## config.mk

```make
export PLATFORM = sky130hd
export DESIGN_NAME = random_ab_crossfade_switch_flat
export DESIGN_NICKNAME = d
export VERILOG_FILES = /design/src/hw/rtl/rabx_pkg.sv /design/src/hw/rtl/rabx_if.sv /design/src/hw/rtl/random_ab_crossfade_switch.sv /design/src/flat_wrapper.sv
export SDC_FILE = /design/constraint.sdc
export NUM_CORES = 2
export LEC_CHECK = 0
export BUFFER_PORTS_ARGS = -buffer_cell sky130_fd_sc_hd__buf_4
export CAP_MARGIN = 20
export CORE_MARGIN = 2
export CORE_UTILIZATION = 46
export DETAILED_ROUTE_END_ITERATION = 7
export PLACE_DENSITY = 0.65
export SLEW_MARGIN = 20
export SYNTH_ARGS = -nofsm -noshare
export SYNTH_HDL_FRONTEND = slang
export SYNTH_SLANG_ARGS = --single-unit
```

## constraint.sdc

```tcl
create_clock -name clk -period 25.9 [get_ports clk]
set_input_delay 5.18 -clock clk [delete_from_list [all_inputs] [get_ports clk]]
set_output_delay 5.18 -clock clk [all_outputs]
set_load 0.1 [all_outputs]
```

## src/hw/rtl/rabx_pkg.sv

```systemverilog
package rabx_pkg;

  localparam int CFG_W = 17;
  localparam int ACC_W = 48;

  typedef enum logic [2:0] {
    REG_RISE,
    REG_FALL,
    REG_PROB,
    REG_MODE,
    REG_SCALE_A,
    REG_SCALE_B,
    REG_OFFSET_A,
    REG_OFFSET_B
  } reg_index_t;

  typedef enum logic [3:0] {
    ST_IDLE,
    ST_PROB,
    ST_CTRL,
    ST_XA,
    ST_XB,
    ST_AO,
    ST_AO2,
    ST_BO,
    ST_BO2,
    ST_DONE
  } state_t;

  localparam logic [1:0] MODE_TOGGLE = 2'd0;
  localparam logic [1:0] MODE_SWAP   = 2'd1;
  localparam logic [1:0] MODE_GATE   = 2'd2;

  localparam logic signed [16:0] TEN_VOLTS  = 17'sd10240;
  localparam logic [16:0]        UNITY_GAIN = 17'd32768;
  localparam logic [16:0]        PROB_FULL  = 17'd65536;

  // 32/5 scaled by 2^20, rounded up
  localparam logic [22:0] DIV5_RECIP = 23'd6710887;
  localparam int          DIV5_SHIFT = 20;

endpackage

```

## src/hw/rtl/rabx_if.sv

```systemverilog
interface rabx_in_if;
  logic               valid;
  logic               ready;
  logic [3:0]         channel;
  logic signed [15:0] trig_level;
  logic               manual_press;
  logic signed [15:0] prob_cv;
  logic signed [15:0] a_level;
  logic               a_patched;
  logic signed [15:0] b_level;
  logic [15:0]        coin;

  modport source (
    output valid, channel, trig_level, manual_press, prob_cv, a_level, a_patched,
           b_level, coin,
    input  ready
  );
  modport sink (
    input  valid, channel, trig_level, manual_press, prob_cv, a_level, a_patched,
           b_level, coin,
    output ready
  );
endinterface

interface rabx_out_if;
  logic               valid;
  logic               ready;
  logic signed [15:0] a_result;
  logic signed [15:0] b_result;
  logic               swapped;

  modport source (output valid, a_result, b_result, swapped, input ready);
  modport sink (input valid, a_result, b_result, swapped, output ready);
endinterface

```

## src/hw/rtl/random_ab_crossfade_switch.sv

```systemverilog
// Random A/B crossfade switch, one sample of one channel per request.
// Channels: sample_in carries the trigger, probability CV, coin and the A/B
// inputs of one channel; sample_out returns the crossfaded A/B outputs and
// the channel's swap flag. Both use valid/ready; a request moves on a clock
// edge with valid and ready high. Registers are written over cfg_write,
// cfg_index and cfg_data; the user must do so only while no request is in
// flight, since the block itself does not enforce it. No new request is
// taken until the previous result has moved into the output register; a
// single multiply-accumulate unit runs seven passes per request (probability
// scaling, two input gains, four crossfade products) under a small sequencer.
// A channel number of CHANNELS or above changes no state, skips the gain and
// crossfade passes and returns zeros.
// Reset (rst, synchronous) clears the Schmitt state, swap flags and fade
// gains of every channel and restores the register defaults.
// When the receiver stalls, the finished result waits in the output
// register; the next request is still taken and worked on, and holds in its
// last step until the output register frees.
module random_ab_crossfade_switch #(
  parameter int CHANNELS  = 16,
  parameter int FADE_STEP = 68
) (
  input  logic                        clk,
  input  logic                        rst,
  input  logic                        cfg_write,
  input  rabx_pkg::reg_index_t        cfg_index,
  input  logic [rabx_pkg::CFG_W-1:0]  cfg_data,
  rabx_in_if.sink                     sample_in,
  rabx_out_if.source                  sample_out
);
  import rabx_pkg::*;

  localparam int               CH_W   = (CHANNELS > 1) ? $clog2(CHANNELS) : 1;
  localparam logic [4:0]       CH_LIM = 5'(CHANNELS);
  localparam logic signed [17:0] STEP = 18'(FADE_STEP);

  // configuration
  logic signed [14:0] rise_level, fall_level, offset_a, offset_b;
  logic [16:0]        prob_bias;
  logic [3:0]         mode_bits;
  logic signed [15:0] scale_a, scale_b;

  // latched request
  logic [3:0]         ch;
  logic signed [15:0] trig, pcv, a_lvl, b_lvl;
  logic               manual, a_patch;
  logic [15:0]        coin;

  // per-channel state
  logic               trig_hi [CHANNELS];
  logic               swap_fl [CHANNELS];
  logic [15:0]        gain    [CHANNELS];

  state_t state, state_next;

  logic signed [ACC_W-1:0] acc, acc_next, mac_base;
  logic signed [31:0]      mac_a;
  logic signed [23:0]      mac_b;
  logic signed [55:0]      mac_prod;
  logic                    mac_en;

  logic [15:0]        g;
  logic               sw;
  logic signed [15:0] a_sel;
  logic signed [31:0] xa, xb;
  logic signed [15:0] ao;

  logic               out_valid, out_load;
  logic signed [15:0] out_a, out_b;
  logic               out_sw;

  function automatic logic signed [15:0] round_sat(input logic signed [ACC_W-1:0] x);
    logic signed [ACC_W-1:0] y;
    y = (x + 48'sd268435456) >>> 29;
    if (y > 48'sd32767) return 16'sh7fff;
    if (y < -48'sd32768) return -16'sh8000;
    return y[15:0];
  endfunction

  // control-step signals
  logic               ch_ok;
  logic [CH_W-1:0]    idx;
  logic signed [16:0] t_sum, tv;
  logic signed [15:0] t_sat, hi, lo, norm;
  logic               inv;
  logic [15:0]        pcv_mag;
  logic [17:0]        q_mag;
  logic signed [19:0] q_s, prob_sum;
  logic [16:0]        prob_sat;
  logic               toss;
  logic               th_new, sw_new;
  logic signed [17:0] cur, target;
  logic [15:0]        g_new;
  logic [16:0]        wa;

  assign ch_ok   = {1'b0, ch} < CH_LIM;
  assign idx     = ch[CH_W-1:0];
  assign pcv_mag = pcv[15] ? 16'(-pcv) : 16'(pcv);
  assign wa      = UNITY_GAIN - {1'b0, g};

  always_comb begin
    t_sum = {trig[15], trig} + (manual ? TEN_VOLTS : 17'sd0);
    if (t_sum > 17'sd32767) t_sat = 16'sh7fff;
    else if (t_sum < -17'sd32768) t_sat = -16'sh8000;
    else t_sat = t_sum[15:0];

    inv = rise_level < fall_level;
    hi  = inv ? -{rise_level[14], rise_level} : {rise_level[14], rise_level};
    lo  = inv ? -{fall_level[14], fall_level} : {fall_level[14], fall_level};
    tv  = inv ? -{t_sat[15], t_sat} : {t_sat[15], t_sat};

    q_mag    = acc[DIV5_SHIFT+17:DIV5_SHIFT];
    q_s      = pcv[15] ? -{2'b00, q_mag} : {2'b00, q_mag};
    prob_sum = $signed({3'b000, prob_bias}) + q_s;
    if (prob_sum < 20'sd0) prob_sat = '0;
    else if (prob_sum > $signed({3'b000, PROB_FULL})) prob_sat = PROB_FULL;
    else prob_sat = prob_sum[16:0];
    toss = {1'b0, coin} < prob_sat;

    th_new = trig_hi[idx];
    sw_new = swap_fl[idx];
    if (trig_hi[idx]) begin
      if (tv <= $signed({lo[15], lo})) th_new = 1'b0;
    end else if (tv >= $signed({hi[15], hi})) begin
      th_new = 1'b1;
      case (mode_bits[1:0])
        MODE_TOGGLE: if (toss) sw_new = !swap_fl[idx];
        MODE_SWAP:   sw_new = toss;
        MODE_GATE:   sw_new = !toss;
        default:     ;
      endcase
    end
    if (mode_bits[1:0] == MODE_GATE && !sw_new && !th_new) sw_new = 1'b1;

    cur    = {2'b00, gain[idx]};
    target = sw_new ? $signed({1'b0, UNITY_GAIN}) : 18'sd0;
    if (mode_bits[3]) begin
      if (target > cur + STEP) cur = cur + STEP;
      else if (target < cur - STEP) cur = cur - STEP;
      else cur = target;
    end else begin
      cur = target;
    end
    g_new = cur[15:0];

    if (mode_bits[2]) norm = th_new ? (inv ? -16'sd10240 : 16'sd10240) : 16'sd0;
    else norm = t_sat;
  end

  // shared multiply-accumulate
  assign mac_prod = mac_a * mac_b;
  assign acc_next = mac_base + mac_prod[ACC_W-1:0];

  always_ff @(posedge clk) begin
    if (rst) begin
      state <= ST_IDLE;
    end else begin
      state <= state_next;
    end
  end

  always_comb begin
    state_next = state;
    case (state)
      ST_IDLE: if (sample_in.valid) state_next = ST_PROB;
      ST_PROB: state_next = ST_CTRL;
      ST_CTRL: state_next = ch_ok ? ST_XA : ST_DONE;
      ST_XA:   state_next = ST_XB;
      ST_XB:   state_next = ST_AO;
      ST_AO:   state_next = ST_AO2;
      ST_AO2:  state_next = ST_BO;
      ST_BO:   state_next = ST_BO2;
      ST_BO2:  state_next = ST_DONE;
      ST_DONE: if (out_load) state_next = ST_IDLE;
      default: state_next = ST_IDLE;
    endcase
  end

  always_comb begin
    sample_in.ready = 1'b0;
    out_load        = 1'b0;
    mac_en          = 1'b0;
    mac_a           = '0;
    mac_b           = '0;
    mac_base        = '0;
    case (state)
      ST_IDLE: sample_in.ready = 1'b1;
      ST_PROB: begin
        mac_en = 1'b1;
        mac_a  = {16'b0, pcv_mag};
        mac_b  = {1'b0, DIV5_RECIP};
      end
      ST_XA: begin
        mac_en   = 1'b1;
        mac_a    = {{16{a_sel[15]}}, a_sel};
        mac_b    = {{8{scale_a[15]}}, scale_a};
        mac_base = {{19{offset_a[14]}}, offset_a, 14'b0};
      end
      ST_XB: begin
        mac_en   = 1'b1;
        mac_a    = {{16{b_lvl[15]}}, b_lvl};
        mac_b    = {{8{scale_b[15]}}, scale_b};
        mac_base = {{19{offset_b[14]}}, offset_b, 14'b0};
      end
      ST_AO: begin
        mac_en = 1'b1;
        mac_a  = xa;
        mac_b  = {7'b0, wa};
      end
      ST_AO2: begin
        mac_en   = 1'b1;
        mac_a    = xb;
        mac_b    = {8'b0, g};
        mac_base = acc;
      end
      ST_BO: begin
        mac_en = 1'b1;
        mac_a  = xb;
        mac_b  = {7'b0, wa};
      end
      ST_BO2: begin
        mac_en   = 1'b1;
        mac_a    = xa;
        mac_b    = {8'b0, g};
        mac_base = acc;
      end
      ST_DONE: out_load = !out_valid || sample_out.ready;
      default: ;
    endcase
  end

  always_ff @(posedge clk) begin
    if (rst) begin
      rise_level <= 15'sd1024;
      fall_level <= 15'sd102;
      prob_bias  <= 17'd32768;
      mode_bits  <= 4'd1;
      scale_a    <= 16'sd16384;
      scale_b    <= 16'sd16384;
      offset_a   <= '0;
      offset_b   <= '0;
    end else if (cfg_write) begin
      case (cfg_index)
        REG_RISE:     rise_level <= cfg_data[14:0];
        REG_FALL:     fall_level <= cfg_data[14:0];
        REG_PROB:     prob_bias  <= cfg_data[16:0];
        REG_MODE:     mode_bits  <= cfg_data[3:0];
        REG_SCALE_A:  scale_a    <= cfg_data[15:0];
        REG_SCALE_B:  scale_b    <= cfg_data[15:0];
        REG_OFFSET_A: offset_a   <= cfg_data[14:0];
        REG_OFFSET_B: offset_b   <= cfg_data[14:0];
        default:      ;
      endcase
    end
  end

  always_ff @(posedge clk) begin
    if (rst) begin
      for (int i = 0; i < CHANNELS; i++) begin
        trig_hi[i] <= 1'b0;
        swap_fl[i] <= 1'b0;
        gain[i]    <= '0;
      end
    end else if (state == ST_CTRL && ch_ok) begin
      trig_hi[idx] <= th_new;
      swap_fl[idx] <= sw_new;
      gain[idx]    <= g_new;
    end
  end

  // datapath registers
  always_ff @(posedge clk) begin
    if (sample_in.valid && sample_in.ready) begin
      ch      <= sample_in.channel;
      trig    <= sample_in.trig_level;
      manual  <= sample_in.manual_press;
      pcv     <= sample_in.prob_cv;
      a_lvl   <= sample_in.a_level;
      a_patch <= sample_in.a_patched;
      b_lvl   <= sample_in.b_level;
      coin    <= sample_in.coin;
    end
    if (mac_en) acc <= acc_next;
    if (state == ST_CTRL) begin
      g     <= g_new;
      sw    <= sw_new;
      a_sel <= a_patch ? a_lvl : norm;
    end
    if (state == ST_XB) xa <= acc[31:0];
    if (state == ST_AO) xb <= acc[31:0];
    if (state == ST_BO) ao <= round_sat(acc);
    if (out_load) begin
      out_a  <= ch_ok ? ao : 16'sd0;
      out_b  <= ch_ok ? round_sat(acc) : 16'sd0;
      out_sw <= ch_ok && sw;
    end
  end

  always_ff @(posedge clk) begin
    if (rst) begin
      out_valid <= 1'b0;
    end else if (out_load) begin
      out_valid <= 1'b1;
    end else if (sample_out.ready) begin
      out_valid <= 1'b0;
    end
  end

  assign sample_out.valid    = out_valid;
  assign sample_out.a_result = out_a;
  assign sample_out.b_result = out_b;
  assign sample_out.swapped  = out_sw;

  a_busy_after_take: assert property (@(posedge clk) disable iff (rst)
    (sample_in.valid && sample_in.ready) |=> !sample_in.ready)
    else $error("input taken again while a request is in progress");

  a_gain_range: assert property (@(posedge clk) disable iff (rst)
    (state == ST_XA) |-> ({1'b0, g} <= UNITY_GAIN))
    else $error("fade gain beyond unity");

  a_gain_jump: assert property (@(posedge clk) disable iff (rst)
    (state == ST_XA && !mode_bits[3]) |-> (g == 16'd0 || g == 16'd32768))
    else $error("gain not at an end point with fade off");

  a_out_source: assert property (@(posedge clk) disable iff (rst)
    $rose(sample_out.valid) |-> $past(state == ST_DONE))
    else $error("output valid raised outside the final step");

endmodule
```

## src/flat_wrapper.sv

```systemverilog
// flat-port wrapper written by rule: the top's interface ports become plain ports
module random_ab_crossfade_switch_flat import rabx_pkg::*;
#(
  parameter int CHANNELS  = 16,
  parameter int FADE_STEP = 68
)
  (clk, rst, cfg_write, cfg_index, cfg_data, sample_in_valid, sample_in_channel, sample_in_trig_level, sample_in_manual_press, sample_in_prob_cv, sample_in_a_level, sample_in_a_patched, sample_in_b_level, sample_in_coin, sample_in_ready, sample_out_valid, sample_out_a_result, sample_out_b_result, sample_out_swapped, sample_out_ready);
  rabx_in_if sample_in_i ();
  rabx_out_if sample_out_i ();
  input  logic clk;
  input  logic rst;
  input  logic cfg_write;
  input  rabx_pkg::reg_index_t cfg_index;
  input  logic [rabx_pkg::CFG_W-1:0] cfg_data;
  input wire logic [$bits(sample_in_i.valid)-1:0] sample_in_valid;
  input wire logic [$bits(sample_in_i.channel)-1:0] sample_in_channel;
  input wire logic [$bits(sample_in_i.trig_level)-1:0] sample_in_trig_level;
  input wire logic [$bits(sample_in_i.manual_press)-1:0] sample_in_manual_press;
  input wire logic [$bits(sample_in_i.prob_cv)-1:0] sample_in_prob_cv;
  input wire logic [$bits(sample_in_i.a_level)-1:0] sample_in_a_level;
  input wire logic [$bits(sample_in_i.a_patched)-1:0] sample_in_a_patched;
  input wire logic [$bits(sample_in_i.b_level)-1:0] sample_in_b_level;
  input wire logic [$bits(sample_in_i.coin)-1:0] sample_in_coin;
  output wire logic [$bits(sample_in_i.ready)-1:0] sample_in_ready;
  output wire logic [$bits(sample_out_i.valid)-1:0] sample_out_valid;
  output wire logic [$bits(sample_out_i.a_result)-1:0] sample_out_a_result;
  output wire logic [$bits(sample_out_i.b_result)-1:0] sample_out_b_result;
  output wire logic [$bits(sample_out_i.swapped)-1:0] sample_out_swapped;
  input wire logic [$bits(sample_out_i.ready)-1:0] sample_out_ready;
  assign sample_in_i.valid = sample_in_valid;
  assign sample_in_i.channel = sample_in_channel;
  assign sample_in_i.trig_level = sample_in_trig_level;
  assign sample_in_i.manual_press = sample_in_manual_press;
  assign sample_in_i.prob_cv = sample_in_prob_cv;
  assign sample_in_i.a_level = sample_in_a_level;
  assign sample_in_i.a_patched = sample_in_a_patched;
  assign sample_in_i.b_level = sample_in_b_level;
  assign sample_in_i.coin = sample_in_coin;
  assign sample_in_ready = sample_in_i.ready;
  assign sample_out_valid = sample_out_i.valid;
  assign sample_out_a_result = sample_out_i.a_result;
  assign sample_out_b_result = sample_out_i.b_result;
  assign sample_out_swapped = sample_out_i.swapped;
  assign sample_out_i.ready = sample_out_ready;
  random_ab_crossfade_switch #(.CHANNELS(CHANNELS), .FADE_STEP(FADE_STEP)) u_core (.clk(clk), .rst(rst), .cfg_write(cfg_write), .cfg_index(cfg_index), .cfg_data(cfg_data), .sample_in(sample_in_i), .sample_out(sample_out_i));
endmodule
```

# Word-level counts from Yosys, hierarchy flattened
# Memory sizes are Yosys's and may differ from the RTL's. A register that Yosys moved wholly into a read port is not among the register bits.
# Cells that the tools add are included.
# totals
reg_bits	398
ram_bits	288
input_bits	111
output_inout_bits	35
elab_cells	174
mem_count	3
# mem_list
memory	depth	word_bits	rd	rd_ports_with_merged_regs	wr	line	rtl
u_core.gain	16	16	1	1	16	random_ab_crossfade_switch.sv:51	logic [15:0] gain [CHANNELS];
u_core.swap_fl	16	1	1	1	16	random_ab_crossfade_switch.sv:50	logic swap_fl [CHANNELS];
u_core.trig_hi	16	1	1	1	16	random_ab_crossfade_switch.sv:49	logic trig_hi [CHANNELS];
# op_classes
addsub	12
n_mul	1
order_cmp	12
eq_ne	20
muxes	68
n_reduce_logical	30
# op_table
op	n
$mux W16	20
$pmux W32 S5	1
$pmux W48 S3	1
$pmux W24 S5	1
$mux W17	3
$add A48 B30 Y48 const B	1
$add A48 B48 Y48	1
$mul A32 B24 Y48	1
$neg A16 Y16	3
$pmux W4 S10	1
$mux W4	8
$mux W1	30
$add A18 B20 Y20	1
$gt A20 B18 Y1 const B	1
$lt A20 B1 Y1 const B	1
$mux W20	1
$neg A18 Y20	1
$gt A19 B16 Y1 const B	1
$lt A19 B16 Y1 const B	1
$reduce_and A2 Y1	9
$add A16 B7 Y17 const B	1
$add A17 B17 Y17	1
$ge A17 B16 Y1	1
$gt A16 B17 Y1	1
33 further kinds	52

# Logic depth before layout (Yosys ltp)
# logic_depth
depth_word	21
mapped_depth	43
depth_no_buf	38

# Worst setup path before layout
# Ideal clock, no wire load.
# synth_path
path_type	register to register
start	register u_core.g[5]
end	register u_core.acc[44], data pin
setup_time_ps	259
arrival_ps	9044
required_time_ps	25641
slack_ps	16597
path_stages_with_launch	35
n_path_buf	2
synth_period_minus_slack_ps	9303
cell_sequence	edfxtp_1 or4_1 clkbuf_1 nor4_1 nand2b_1 or2_2 nor2_1 nand2_1 a21o_1 a211oi_1 clkbuf_1 nor2_1 fa_1 fa_1 inv_1 fa_1 inv_1 fa_1 inv_1 fa_1 fa_1 inv_1 fa_1 ha_1 a21o_1 a21oi_1 o21ai_0 and2_1 a41o_1 a221oi_1 o21ai_0 o41ai_1 o31ai_1 a21oi_1 xnor2_1
# synth_via
elab_chain_len	4
# synth_lines
item	line	rtl
start: declaration	random_ab_crossfade_switch.sv:61	logic [15:0] g;
start signal: assignment	random_ab_crossfade_switch.sv:284	g <= g_new;
$sub A16 B16 Y17	random_ab_crossfade_switch.sv:98	assign wa = UNITY_GAIN - {1'b0, g};
$pmux W24 S5 (*)	random_ab_crossfade_switch.sv:185	case (state)
$mul A32 B24 Y48 (*)	random_ab_crossfade_switch.sv:150	assign mac_prod = mac_a * mac_b;
$add A48 B48 Y48 (*)	random_ab_crossfade_switch.sv:151	assign acc_next = mac_base + mac_prod[ACC_W-1:0];
via u_core.acc_next[44]	random_ab_crossfade_switch.sv:55	logic signed [ACC_W-1:0] acc, acc_next, mac_base;
end signal: assignment	random_ab_crossfade_switch.sv:282	if (mac_en) acc <= acc_next;
end: declaration	random_ab_crossfade_switch.sv:55	
# The timed path passes the listed nets; every way through them passes the cells marked *.
# A chain may end at the register's enable or synchronous reset.

# Worst setup path in the final report
# layout_path
start	register u_core.state[3]
end	register u_core.acc[44], data pin
# layout_via
elab_chain_len	5
word_cells_on_any_way	16
cone_classes	add/sub: 1; mul: 1; eq/ne: 7; mux: 3; reduce/logical: 4
# layout_lines
item	line	rtl
start: declaration	random_ab_crossfade_switch.sv:53	state_t state, state_next;
start signal: assignment	random_ab_crossfade_switch.sv:157	state <= state_next;
$eq A4 B4 Y1 / $eq A4 B3 Y1 (equally long branches)	random_ab_crossfade_switch.sv:185	
$reduce_or A2 Y1 (no source line)	--	
$pmux W32 S5 / $pmux W24 S5 (equally long branches)	random_ab_crossfade_switch.sv:185	
$mul A32 B24 Y48	random_ab_crossfade_switch.sv:150	
$add A48 B48 Y48 (*)	random_ab_crossfade_switch.sv:151	
via u_core.acc_next[44]	random_ab_crossfade_switch.sv:55	
# Marks and branches as above.

==> key figures <==
Run status
  • Outcome: finished, final reports clean

Synthesis
  • Syn Area/Cell: 10.45 um2
  • Cell count after synthesis: roughly 5600
  • Post-synth top area share: 29.29%
  • Post-synth EDFFs: 568
  • Synth area leader: edfxtp_1
  • Yosys reg bits: between 600 and 700
  • Yosys cell types: 109
  • Yosys warns: 0
  • Top_reg_cell synth: edfxtp_1
  • Syn Nets: 6673
  • Top cells by area, synth: edfxtp_1 (29%), fa_1 (25%), ha_1 (5.5%), inv_1 (5.4%), nand2_1 (4.8%)
  • Seq/Total Area, Yosys: between 30 and 40%
  • Ys async rst share: 0%
  • Cell Area, Synth: 58240 um2

Worst setup path
  • Element type at the critical path start: flop
  • CP max FO: 43
  • R2R Path End: u_core.acc[44]
  • Max incr delay on CP: 0.98 ns
  • Flop-to-flop setup slack: 14.70 ns
  • Crit path required time: about 26 ns
  • Setup Crit Path Kind: flop to flop
  • Critical path's slowest cell: o41ai_1
  • RR Startpoint: u_core.state[3]
  • Cells on worst reg2reg path: 28
  • Arrival @ worst endpoint: 11.61 ns
  • Most frequent CP cell: fa_1
  • Critical path capture point type: flop

Pwr
  • Gate power share: 35.9%
  • Pwr Density: 61.47 nW/um2
  • Switching share of power: 37.46%
  • Clock Power Share: 28.4%
  • Peak supply drop: just under 0.06 mV
  • Total power: around 3.9 mW
  • Sw Pwr: 1.471 mW
  • Leak: 26.10 nW
  • Reg power frac: 35.8%
  • Pint: 2.455 mW

Floorplan
  • Core area: between 100000 and 150000 um2
  • Die area: roughly 130000 um2
  • Ports: roughly 150
  • Die Height: 359.8 um
  • Die Wd: ~360 um
  • FP Rows: 130
  • Starting Density: roughly 46%

Routing
  • Final Routed Wirelength: 163600 um
  • First-pass DRT Iterations: 7
  • Routed len/inst: 22.31 um
  • Routed vias: 41520
  • Antenna-violating nets left: 0
  • Residual DRC: 0
  • Vias per inst: 5.660
  • Starting DRC count in detailed routing: 3726

Global route
  • Largest net degree at the start of global routing: 89
  • Vias in the first global route: ~42000
  • GRT Util Overall: 25.65%
  • Initial antenna violation count: 1
  • Congestion Overflow GR: 0
  • First-pass GRT wire length: 255000 um

Place
  • Post-DP HPWL: 124300 um
  • IO Port Bufs: between 100 and 150
  • Placed Cells: 7198
  • Final Wtd Congestion: around 0.9
  • Placement Setup Slack: 14.75 ns
  • Placed inst area: 61330 um2

Timing
  • RSZ-0062 raised after global routing: false
  • Final Critical Period: roughly 11 ns
  • Slew @ Worst Pin: 1.145 ns
  • Fmax: 0.08930 GHz
  • Hold Slack: 0.4089 ns
  • Hold Vio Cnt, Final: 0
  • Final slew viol count: 0
  • Slew margin rel.: 23.59%
  • Clock Skews: 0.04808 ns
  • Setup violators final: 0
  • Setup TNS: 0 ns
  • Final Cycle Share: 43.24%
  • Setup WS post-layout: 14.70 ns

CTS
  • Hold_buf cts: 0
  • CTS tree: built
  • TritonCTS Buffers: 74
  • CTS HTree Levels: 3
  • Root cell of the clock tree: clkbuf_16
  • # clock sinks: 690
  • Postcts setup bufs: 0
  • Latest clock arrival within the worst-skew pair: 0.69 ns
  • CTS Buffer Depth: 3
  • PostCTS Resize Cnt: 0
  • Clock transition at path regs: 0.07 ns

Layout
  • Final Util: about half
  • Area Overhead vs Synth: 9.663%
  • Fin nets: 6726
  • Layout cells sized above 1: 10.27%
  • Fillcell total: about 11000
  • Area of the multi-input gates: 34630 um2
  • Most common cell after layout, fill and taps aside: inv_1
  • Final instance area: between 60000 and 70000 um2
  • Commonest cells after routing, fill and taps aside: inv_1 (838), nand2_1 (743), fa_1 (737), edfxtp_1 (568), nor2_1 (514)
  • Post-Layout Cell Count: 7336
  • FF/Latch Area: around 20000 um2

Job
  • Max-cap violations: 0

Worst hold path
  • Hold path depth: 0
  • Min-delay src: u_core.ao[14]
  • Hold EP: u_core.sample_out.a_result[14]
  • HP Class: flop to flop
-- cells by family (layout without fill, tap and decap cells) --
logic type               after synthesis  after routing  share of synthesized area (%)
AO/OA/AOI/OAI                        736            736                          8.866
flip-flops                           690            690                          33.48
AND/OR/NAND/NOR                     1746           1746                          13.16
adder cells (fa/ha/maj)              991            991                          30.79
other                                  0              1                              0
XOR/XNOR                             168            168                          2.552
buffers and inverters               1129           1243                          7.547
multiplexers                         111            111                          3.609
-- worst max path at each step --
| stage | from | endpoint | slack [ns] | cells after the start |
|---|---|---|---|---|
| CTS | u_core.state[3] | u_core.acc[44] | 14.73 | 28 |
| global route | u_core.acc[21] | u_core.gain[1][1] | 13.86 | 40 |
| global placement | u_core.state[3] | u_core.acc[44] | 14.94 | 28 |
| finish | u_core.state[3] | u_core.acc[44] | 14.70 | 28 |
| floorplan | u_core.g[5] | u_core.acc[44] | 16.60 | 34 |
| detailed placement | u_core.state[3] | u_core.acc[44] | 14.75 | 28 |
-- sequential cells by signal, indices dropped and copies added (netlist names), 16 cells and up, named ones only --
name                        count
u_core.scale_a                 16
u_core.acc                     48
u_core.b_lvl                   16
u_core.pcv                     16
u_core.trig                    16
u_core.a_lvl                   16
u_core.sample_out.b_result     16
u_core.coin                    16
u_core.swap_fl                 16
u_core.g                       16
u_core.trig_hi                 16
u_core.a_sel                   16
u_core.prob_bias               17
u_core.xa                      32
u_core.sample_out.a_result     16
u_core.scale_b                 16
u_core.gain                   256
u_core.xb                      32
u_core.ao                      16
-- layout make-up --
type / instances / share of cell area [%]
Multi-Input combinational cell: 3752 / 54.22
Sequential cell: 690 / 30.54
Inverter: 843 / 4.956
Clock buffer: 105 / 3.258
Tap cell: 1650 / 3.232
Timing Repair Buffer: 263 / 3.091
Clock inverter: 32 / 0.6974
Antenna cell: 1 / 0.003918
-- per-layer routing --
layer	share of wire (%)	vias up	wire length, um	GRT usage, %
met1	41	21100	67130	34.62
li1	-	18530	-	-
met3	7.4	262	12030	3.709
met5	0	-	0	0
met4	3.9	0	6416	10.08
met2	48	1628	78070	41.90
-- cells in the mapped netlist (33+ instances only) --
library cell / n
edfxtp_1: 568
clkbuf_1: 219
o21ai_0: 113
ha_1: 254
inv_1: 839
xor2_1: 42
nor3_1: 140
buf_2: 33
and2_1: 44
a211oi_1: 37
a21oi_1: 216
xnor2_1: 124
nor2_1: 519
nand2b_1: 53
mux4_2: 69
dfxtp_1: 122
nand3_1: 49
nand2_1: 743
fa_1: 737
a21o_1: 62
-- critical path, delay by kind of cell (launching register included) --
kind,cells,cell delay [ns]
buffers and inverters,5,1.22
adder cells (fa/ha/maj),8,3.89
XOR/XNOR,1,0.08
AO/OA/AOI/OAI,11,3.92
AND/OR/NAND/NOR,3,1.24
flip-flops,1,0.53
-- power by group through the flow --
stage / sequential, mW / clock (mW) / combinational, mW
global route: 1.41 / 1.17 / 1.55
global placement: 1.42 / 0 / 1.37
floorplan: 1.37 / 0 / 0.987
detailed placement: 1.42 / 0 / 1.39
CTS: 1.40 / 1.13 / 1.40
finish: 1.40 / 1.11 / 1.41
No activity file was read; power rests on OpenSTA's default activity.
